--- src/hw/rtl/sync_length_header_deframer_core_defines.svh ---
// assertion macros for the sync/length-header deframer
// no dependencies; empty bodies when SYNTHESIS is defined
`ifndef SYNC_LENGTH_HEADER_DEFRAMER_CORE_DEFINES_SVH
`define SYNC_LENGTH_HEADER_DEFRAMER_CORE_DEFINES_SVH
`ifndef SYNTHESIS
// same-cycle implication
`define SLD_ASSERT_IMP(label, clk, rst_n, ante, cons) \
  label: assert property (@(posedge clk) disable iff (!rst_n) (ante) |-> (cons)) \
    else $error("deframer assertion failed");
// next-cycle implication
`define SLD_ASSERT_NXT(label, clk, rst_n, ante, cons) \
  label: assert property (@(posedge clk) disable iff (!rst_n) (ante) |=> (cons)) \
    else $error("deframer assertion failed");
`else
`define SLD_ASSERT_IMP(label, clk, rst_n, ante, cons)
`define SLD_ASSERT_NXT(label, clk, rst_n, ante, cons)
`endif
`endif

--- src/hw/rtl/sld_pkg.sv ---
// types and constants of the sync/length-header deframer
// no dependencies
package sld_pkg;

  // frame layout
  localparam int unsigned HEADER_BYTES = 20;
  localparam logic [7:0]  SYNC_BYTE    = 8'hFF;
  localparam int unsigned POS_W        = 5;

  localparam logic [POS_W-1:0] POS_FIRST   = POS_W'(1);
  localparam logic [POS_W-1:0] POS_LAST    = POS_W'(HEADER_BYTES - 1);
  localparam logic [POS_W-1:0] SESSION_LO  = POS_W'(4);
  localparam logic [POS_W-1:0] SESSION_HI  = POS_W'(7);
  localparam logic [POS_W-1:0] MSG_ID_LO   = POS_W'(14);
  localparam logic [POS_W-1:0] MSG_ID_HI   = POS_W'(15);
  localparam logic [POS_W-1:0] LENGTH_LO   = POS_W'(16);
  localparam logic [POS_W-1:0] LENGTH_HI   = POS_W'(19);

  // framing phase
  typedef enum logic [1:0] {
    PH_HUNT = 2'd0,
    PH_HEAD = 2'd1,
    PH_BODY = 2'd2
  } phase_t;

endpackage

--- src/hw/rtl/sync_length_header_deframer_core.sv ---
// a payload beat or empty-packet marker appears in the cycle after the byte is taken
// throughput: one byte per cycle; the only stall comes from a full, stalled output register
// the framing state machine and the result register are updated in the same cycle
// reset: synchronous, active-low rst_n; returns to hunting with all header fields zero
// depends on sld_pkg and sync_length_header_deframer_core_defines.svh
`include "sync_length_header_deframer_core_defines.svh"

module sync_length_header_deframer_core (
  input  logic        clk,
  input  logic        rst_n,
  input  logic        in_valid,
  output logic        in_stall,
  input  logic [7:0]  in_rx_byte,
  output logic        out_valid,
  input  logic        out_stall,
  output logic [7:0]  out_payload_byte,
  output logic        out_byte_present,
  output logic        out_before_nul,
  output logic [15:0] out_msg_id,
  output logic [31:0] out_session_word,
  output logic        out_last
);

  sld_pkg::phase_t                 phase_r, phase_nxt;
  logic [sld_pkg::POS_W-1:0]       header_pos_r, header_pos_nxt;
  logic [31:0]                     held_session_r, held_session_nxt;
  logic [15:0]                     held_msg_id_r, held_msg_id_nxt;
  logic [31:0]                     bytes_left_r, bytes_left_nxt;
  logic                            nul_seen_r, nul_seen_nxt;

  logic                            out_valid_r;
  logic [7:0]                      out_payload_byte_r, res_byte;
  logic                            out_byte_present_r, res_present;
  logic                            out_before_nul_r, res_before;
  logic [15:0]                     out_msg_id_r;
  logic [31:0]                     out_session_word_r;
  logic                            out_last_r, res_last;
  logic                            res_valid;

  logic                            in_acc;
  logic [7:0]                      b;
  logic [sld_pkg::POS_W-1:0]       pos;
  logic [31:0]                     dec;

  // input side only waits when the result register is full and held
  assign in_stall = out_valid_r && out_stall;
  assign in_acc   = in_valid && !in_stall;
  assign b        = in_rx_byte;
  assign pos      = header_pos_r;
  assign dec      = bytes_left_r - 32'd1;

  // framing next state and result
  always_comb begin
    phase_nxt        = phase_r;
    header_pos_nxt   = header_pos_r;
    held_session_nxt = held_session_r;
    held_msg_id_nxt  = held_msg_id_r;
    bytes_left_nxt   = bytes_left_r;
    nul_seen_nxt     = nul_seen_r;
    res_valid        = 1'b0;
    res_byte         = 8'd0;
    res_present      = 1'b0;
    res_before       = 1'b0;
    res_last         = 1'b0;
    if (in_acc) begin
      unique case (phase_r)
        sld_pkg::PH_HEAD: begin
          // capture the little-endian header fields by lane
          if (pos >= sld_pkg::SESSION_LO && pos <= sld_pkg::SESSION_HI) begin
            held_session_nxt = held_session_r | ({24'd0, b} << {pos[1:0], 3'b000});
          end else if (pos >= sld_pkg::MSG_ID_LO && pos <= sld_pkg::MSG_ID_HI) begin
            held_msg_id_nxt = held_msg_id_r | ({8'd0, b} << {pos[0], 3'b000});
          end else if (pos >= sld_pkg::LENGTH_LO && pos <= sld_pkg::LENGTH_HI) begin
            bytes_left_nxt = bytes_left_r | ({24'd0, b} << {pos[1:0], 3'b000});
          end
          if (pos >= sld_pkg::POS_LAST) begin
            header_pos_nxt = '0;
            if (bytes_left_nxt == 32'd0) begin
              // empty packet marker
              phase_nxt = sld_pkg::PH_HUNT;
              res_valid = 1'b1;
              res_last  = 1'b1;
            end else begin
              phase_nxt    = sld_pkg::PH_BODY;
              nul_seen_nxt = 1'b0;
            end
          end else begin
            header_pos_nxt = pos + sld_pkg::POS_W'(1);
          end
        end
        sld_pkg::PH_BODY: begin
          // forward one payload beat
          res_valid      = 1'b1;
          res_byte       = b;
          res_present    = 1'b1;
          res_before     = !nul_seen_r && (b != 8'd0);
          res_last       = (dec == 32'd0);
          bytes_left_nxt = dec;
          if (b == 8'd0) begin
            nul_seen_nxt = 1'b1;
          end
          if (dec == 32'd0) begin
            phase_nxt = sld_pkg::PH_HUNT;
          end
        end
        default: begin
          // hunting, also the unused phase code
          if (b == sld_pkg::SYNC_BYTE) begin
            phase_nxt        = sld_pkg::PH_HEAD;
            header_pos_nxt   = sld_pkg::POS_FIRST;
            held_session_nxt = 32'd0;
            held_msg_id_nxt  = 16'd0;
            bytes_left_nxt   = 32'd0;
            nul_seen_nxt     = 1'b0;
          end else begin
            phase_nxt = sld_pkg::PH_HUNT;
          end
        end
      endcase
    end
  end

  // framing state
  always_ff @(posedge clk) begin
    if (!rst_n) begin
      phase_r        <= sld_pkg::PH_HUNT;
      header_pos_r   <= '0;
      held_session_r <= 32'd0;
      held_msg_id_r  <= 16'd0;
      bytes_left_r   <= 32'd0;
      nul_seen_r     <= 1'b0;
    end else begin
      phase_r        <= phase_nxt;
      header_pos_r   <= header_pos_nxt;
      held_session_r <= held_session_nxt;
      held_msg_id_r  <= held_msg_id_nxt;
      bytes_left_r   <= bytes_left_nxt;
      nul_seen_r     <= nul_seen_nxt;
    end
  end

  // result register valid
  always_ff @(posedge clk) begin
    if (!rst_n) begin
      out_valid_r <= 1'b0;
    end else if (res_valid) begin
      out_valid_r <= 1'b1;
    end else if (!out_stall) begin
      out_valid_r <= 1'b0;
    end
  end

  // result register payload
  always_ff @(posedge clk) begin
    if (res_valid) begin
      out_payload_byte_r <= res_byte;
      out_byte_present_r <= res_present;
      out_before_nul_r   <= res_before;
      out_msg_id_r       <= held_msg_id_nxt;
      out_session_word_r <= held_session_nxt;
      out_last_r         <= res_last;
    end
  end

  assign out_valid        = out_valid_r;
  assign out_payload_byte = out_payload_byte_r;
  assign out_byte_present = out_byte_present_r;
  assign out_before_nul   = out_before_nul_r;
  assign out_msg_id       = out_msg_id_r;
  assign out_session_word = out_session_word_r;
  assign out_last         = out_last_r;

  // checks
  `SLD_ASSERT_NXT(a_body_beat_out, clk, rst_n,
                  in_acc && phase_r == sld_pkg::PH_BODY, out_valid_r)
  `SLD_ASSERT_IMP(a_body_len_nonzero, clk, rst_n,
                  phase_r == sld_pkg::PH_BODY, bytes_left_r != 32'd0)
  `SLD_ASSERT_IMP(a_head_pos_range, clk, rst_n, phase_r == sld_pkg::PH_HEAD,
                  header_pos_r >= sld_pkg::POS_FIRST && header_pos_r <= sld_pkg::POS_LAST)
  `SLD_ASSERT_IMP(a_marker_shape, clk, rst_n, out_valid_r && !out_byte_present_r,
                  out_last_r && out_payload_byte_r == 8'd0 && !out_before_nul_r)

endmodule
--- config.mk ---
export PLATFORM = sky130hd
export DESIGN_NAME = sync_length_header_deframer_core
export DESIGN_NICKNAME = d
export VERILOG_FILES = /design/src/hw/rtl/sld_pkg.sv /design/src/hw/rtl/sync_length_header_deframer_core.sv
export VERILOG_INCLUDE_DIRS = /design/src /design/src/hw/rtl
export SDC_FILE = /design/constraint.sdc
export NUM_CORES = 1
export LEC_CHECK = 0
export ABC_AREA = 1
export BUFFER_PORTS_ARGS = -buffer_cell sky130_fd_sc_hd__buf_4
export CORE_UTILIZATION = 35
export CTS_BUF_LIST = sky130_fd_sc_hd__clkbuf_4 sky130_fd_sc_hd__clkbuf_8 sky130_fd_sc_hd__clkbuf_16
export CTS_CLUSTER_SIZE = 40
export DETAILED_ROUTE_END_ITERATION = 10
export PLACE_DENSITY = 0.55
export SLEW_MARGIN = 20
export SYNTH_ARGS = -nofsm -noshare
export SYNTH_HDL_FRONTEND = slang
export SYNTH_SLANG_ARGS = --single-unit
--- constraint.sdc ---
create_clock -name clk -period 5.55 [get_ports clk]
set_input_delay 0.555 -clock clk [delete_from_list [all_inputs] [get_ports clk]]
set_output_delay 0.555 -clock clk [all_outputs]
set_load 0.03 [all_outputs]
==> impl_metrics.json <==
{
  "hold_viol": 0,
  "antenna_cells": 0,
  "post_drt_wl_per_cell_microns": 15.6,
  "core_area_sq_mm": 0.0228,
  "ctsHoldBuffers": 0,
  "setup_slack_ns": 1.42,
  "rows": 55,
  "synth.most_common_cell": "nand2_1",
  "route.vias.total": 7609,
  "final_cell_count_no_fill": 1578,
  "area_growth_pct": 16.2,
  "drtIter0Drc": 654,
  "synth.yosys.seq_area_share": 0.433,
  "synth_simple_gate_area_share": 0.317,
  "yosysUniqueCellTypes": 36,
  "synth_cells": 1205,
  "min_path_cells": 3,
  "holdCritPathClass": "input pin to flop",
  "cp-end-kind": "flop",
  "grt_pass1_wl_mm": 39.0,
  "syn_nets": 1224,
  "cts_inserted_buffers": 17,
  "clk_pin_slew_ns": 0.07,
  "globalRouteOverflowTotal": 0,
  "track_usage": 0.212,
  "place_inst": 1546,
  "cts.repair.resized": 0,
  "drv_slew": 0,
  "io_buffers": 72,
  "crit_type": "flop to flop",
  "ys_warn_count": 0,
  "finClkSkew_ns": 0.00939,
  "grt_max_degree": 81,
  "wl_mm": 24.7,
  "synth_mux_area_frac": 0,
  "p_int_mw": 1.85,
  "async_flop_share": 0,
  "post-route-period-util": 0.744,
  "yosys-top-cells-count": "nand2_1, nor2_1, inv_1, dfxtp_1, o21ai_0",
  "synthTopCellsByArea": "dfxtp_1, edfxtp_1, nand2_1",
  "synth_fa_ha_area_frac": 0.0107,
  "viasPerCell": 4.82,
  "worst_slew_pin_slew_ns": 1.05,
  "dp_hpwl_mm": 18.1,
  "r2r_cells": 19,
  "tritoncts": "built",
  "grt_setup_unrepaired": "no",
  "p_leak_nw": 4.49,
  "syn_area_sq_mm": 0.00820,
  "cp.required_ns": 5.61,
  "power_frac_comb": 0.138,
  "ant_nets": 0,
  "critical_path_arrival_ns": 4.19,
  "status": "complete, no violations",
  "cp-start-kind": "flop",
  "gp_congestion": 0.962,
  "cts_max_path_buffers": 2,
  "firstDrtPassIters": 5,
  "maxSlewHeadroom": 0.300,
  "syn_area_per_cell_sq_um": 6.81,
  "grt_pass1_vias": 7042,
  "sw_frac_of_total": 0.303,
  "antenna_found_initial": 0,
  "drive_gt1_frac": 0.104,
  "dieArea_sq_mm": 0.0241,
  "stdcell_area_sq_mm": 0.00953,
  "seq_power_share": 0.433,
  "cts-root-buf": "clkbuf_16",
  "nNetsFinal": 1271,
  "fmax_mhz": 242,
  "p_sw_mw": 0.802,
  "p_clk_frac": 0.428,
  "setup_tns_ns": 0,
  "setup_viol": 0,
  "die_w_microns": 155,
  "ys_ff_latch": 148,
  "clk_latency_ns": 0.43,
  "fin_util": 0.418,
  "synthXorXnorAreaFrac": 0.0278,
  "cts_setup_buffers": 0,
  "htreeDepth": 4,
  "dieHeight_microns": 155,
  "ioPinCount": 73,
  "start_util": 0.360,
  "drc": 0,
  "synth_top_area_frac": 0.217,
  "synth-edff-count": 59,
  "ir_drop_mv": 0.182,
  "synth_compound_area_frac": 0.115,
  "pre_cts_ws_ns": 1.43,
  "synth_top_family_by_area": "simple AND/OR/NAND/NOR gates",
  "fin_crit_ns": 4.13,
  "power_density_mw_per_mm2": 278,
  "drv_cap": 0,
  "critical_path_peak_fanout": 59,
  "yosys.area.top_type": "dfxtp_1",
  "ys.flop_type": "dfxtp_1",
  "post_dp_cell_area_sq_mm": 0.00895,
  "cts_sinks": 148
}
[worst paths after layout]
kind	startpoint	end	slack [ns]
worst min-delay path	rst_n	held_msg_id_r[2]	0.40
worst min register to register	held_msg_id_r[2]	held_msg_id_r[2]	0.46
worst max-delay path	header_pos_r[1]	out_session_word[5]	1.42
worst max register to register	header_pos_r[1]	out_session_word[5]	1.42
[metrics by stage]
step,total power [mW],hold WS [ns]
6_report,2.65,0.403
5_1_grt,2.77,0.388
4_1_cts,2.67,0.394
3_5_place_dp,1.53,0.458
3_3_place_gp,1.54,0.455
2_1_floorplan,1.43,0.440
[registers in the layout (all words and copies together), names as in the netlist]
name,cells
out_valid,1
phase_r,2
held_session_r,32
out_msg_id,16
held_msg_id_r,16
out_payload_byte,8
header_pos_r,5
out_session_word,32
out_byte_present,1
out_last,1
bytes_left_r,32
nul_seen_r,1
out_before_nul,1
[worst max-delay path: stages (launching register included)]
cell	delay [ns]
dfxtp_1	0.90
ha_1	0.37
inv_1	0.10
nor3_1	0.15
ha_1	0.19
nor2_1	0.07
nor2_4	0.12
nor2_2	0.18
nand2_1	0.15
nand2_1	0.07
nor2_1	0.10
nand2_1	0.06
nor2_1	0.10
nand2_1	0.10
nor2_2	0.13
nand3_1	0.10
nand2_1	0.11
nand2_2	0.10
inv_2	0.05
buf_4	0.55
[kinds of logic (layout without fill, tap and decap cells)]
family / Yosys count / after routing
flip-flops: 148 / 148
AO/OA/AOI/OAI: 170 / 170
adder cells (fa/ha/maj): 7 / 7
AND/OR/NAND/NOR: 654 / 654
buffers and inverters: 200 / 260
XOR/XNOR: 26 / 26
[power by group through the flow]
stage          Sequential [mW]  Combinational, mW  Clock, mW
3_3_place_gp              1.17              0.368          0
6_report                  1.15              0.367       1.13
4_1_cts                   1.15              0.365       1.16
3_5_place_dp              1.17              0.363          0
2_1_floorplan             1.18              0.251          0
5_1_grt                   1.15              0.407       1.21
[cell usage in the layout, fill, tap and decap left out, types with 14 or more instances in the layout]
cell | synthesis | layout
a21oi_1 | 53 | 53
a22o_1 | 14 | 14
buf_4 | 3 | 79
clkbuf_16 | 0 | 17
dfxtp_1 | 89 | 89
edfxtp_1 | 59 | 59
inv_1 | 143 | 141
nand2_1 | 405 | 405
nand3_1 | 28 | 28
nor2_1 | 187 | 187
o21ai_0 | 89 | 89
xor2_1 | 25 | 25
[cell type report]
cell class                 count  area [sq um]
inverter                     149           561
multi-input combinational    857          3850
clock buffer                  18           439
tap                          313           392
timing repair buffer          79           593
fill                        2423         13200
clock inverter                14           139
sequential                   148          3550
[layer usage]
layer | wire length [microns] | up-vias | share of wire | track usage
met4 | 696 | 0 | 0.028 | 0.0891
met1 | 12000 | 3455 | 0.49 | 0.303
met5 | 0 | - | 0 | 0
met2 | 10800 | 240 | 0.44 | 0.317
li1 | - | 3875 | - | -
met3 | 1120 | 39 | 0.046 | 0.0334
No activity file was read; power rests on OpenSTA's default activity.
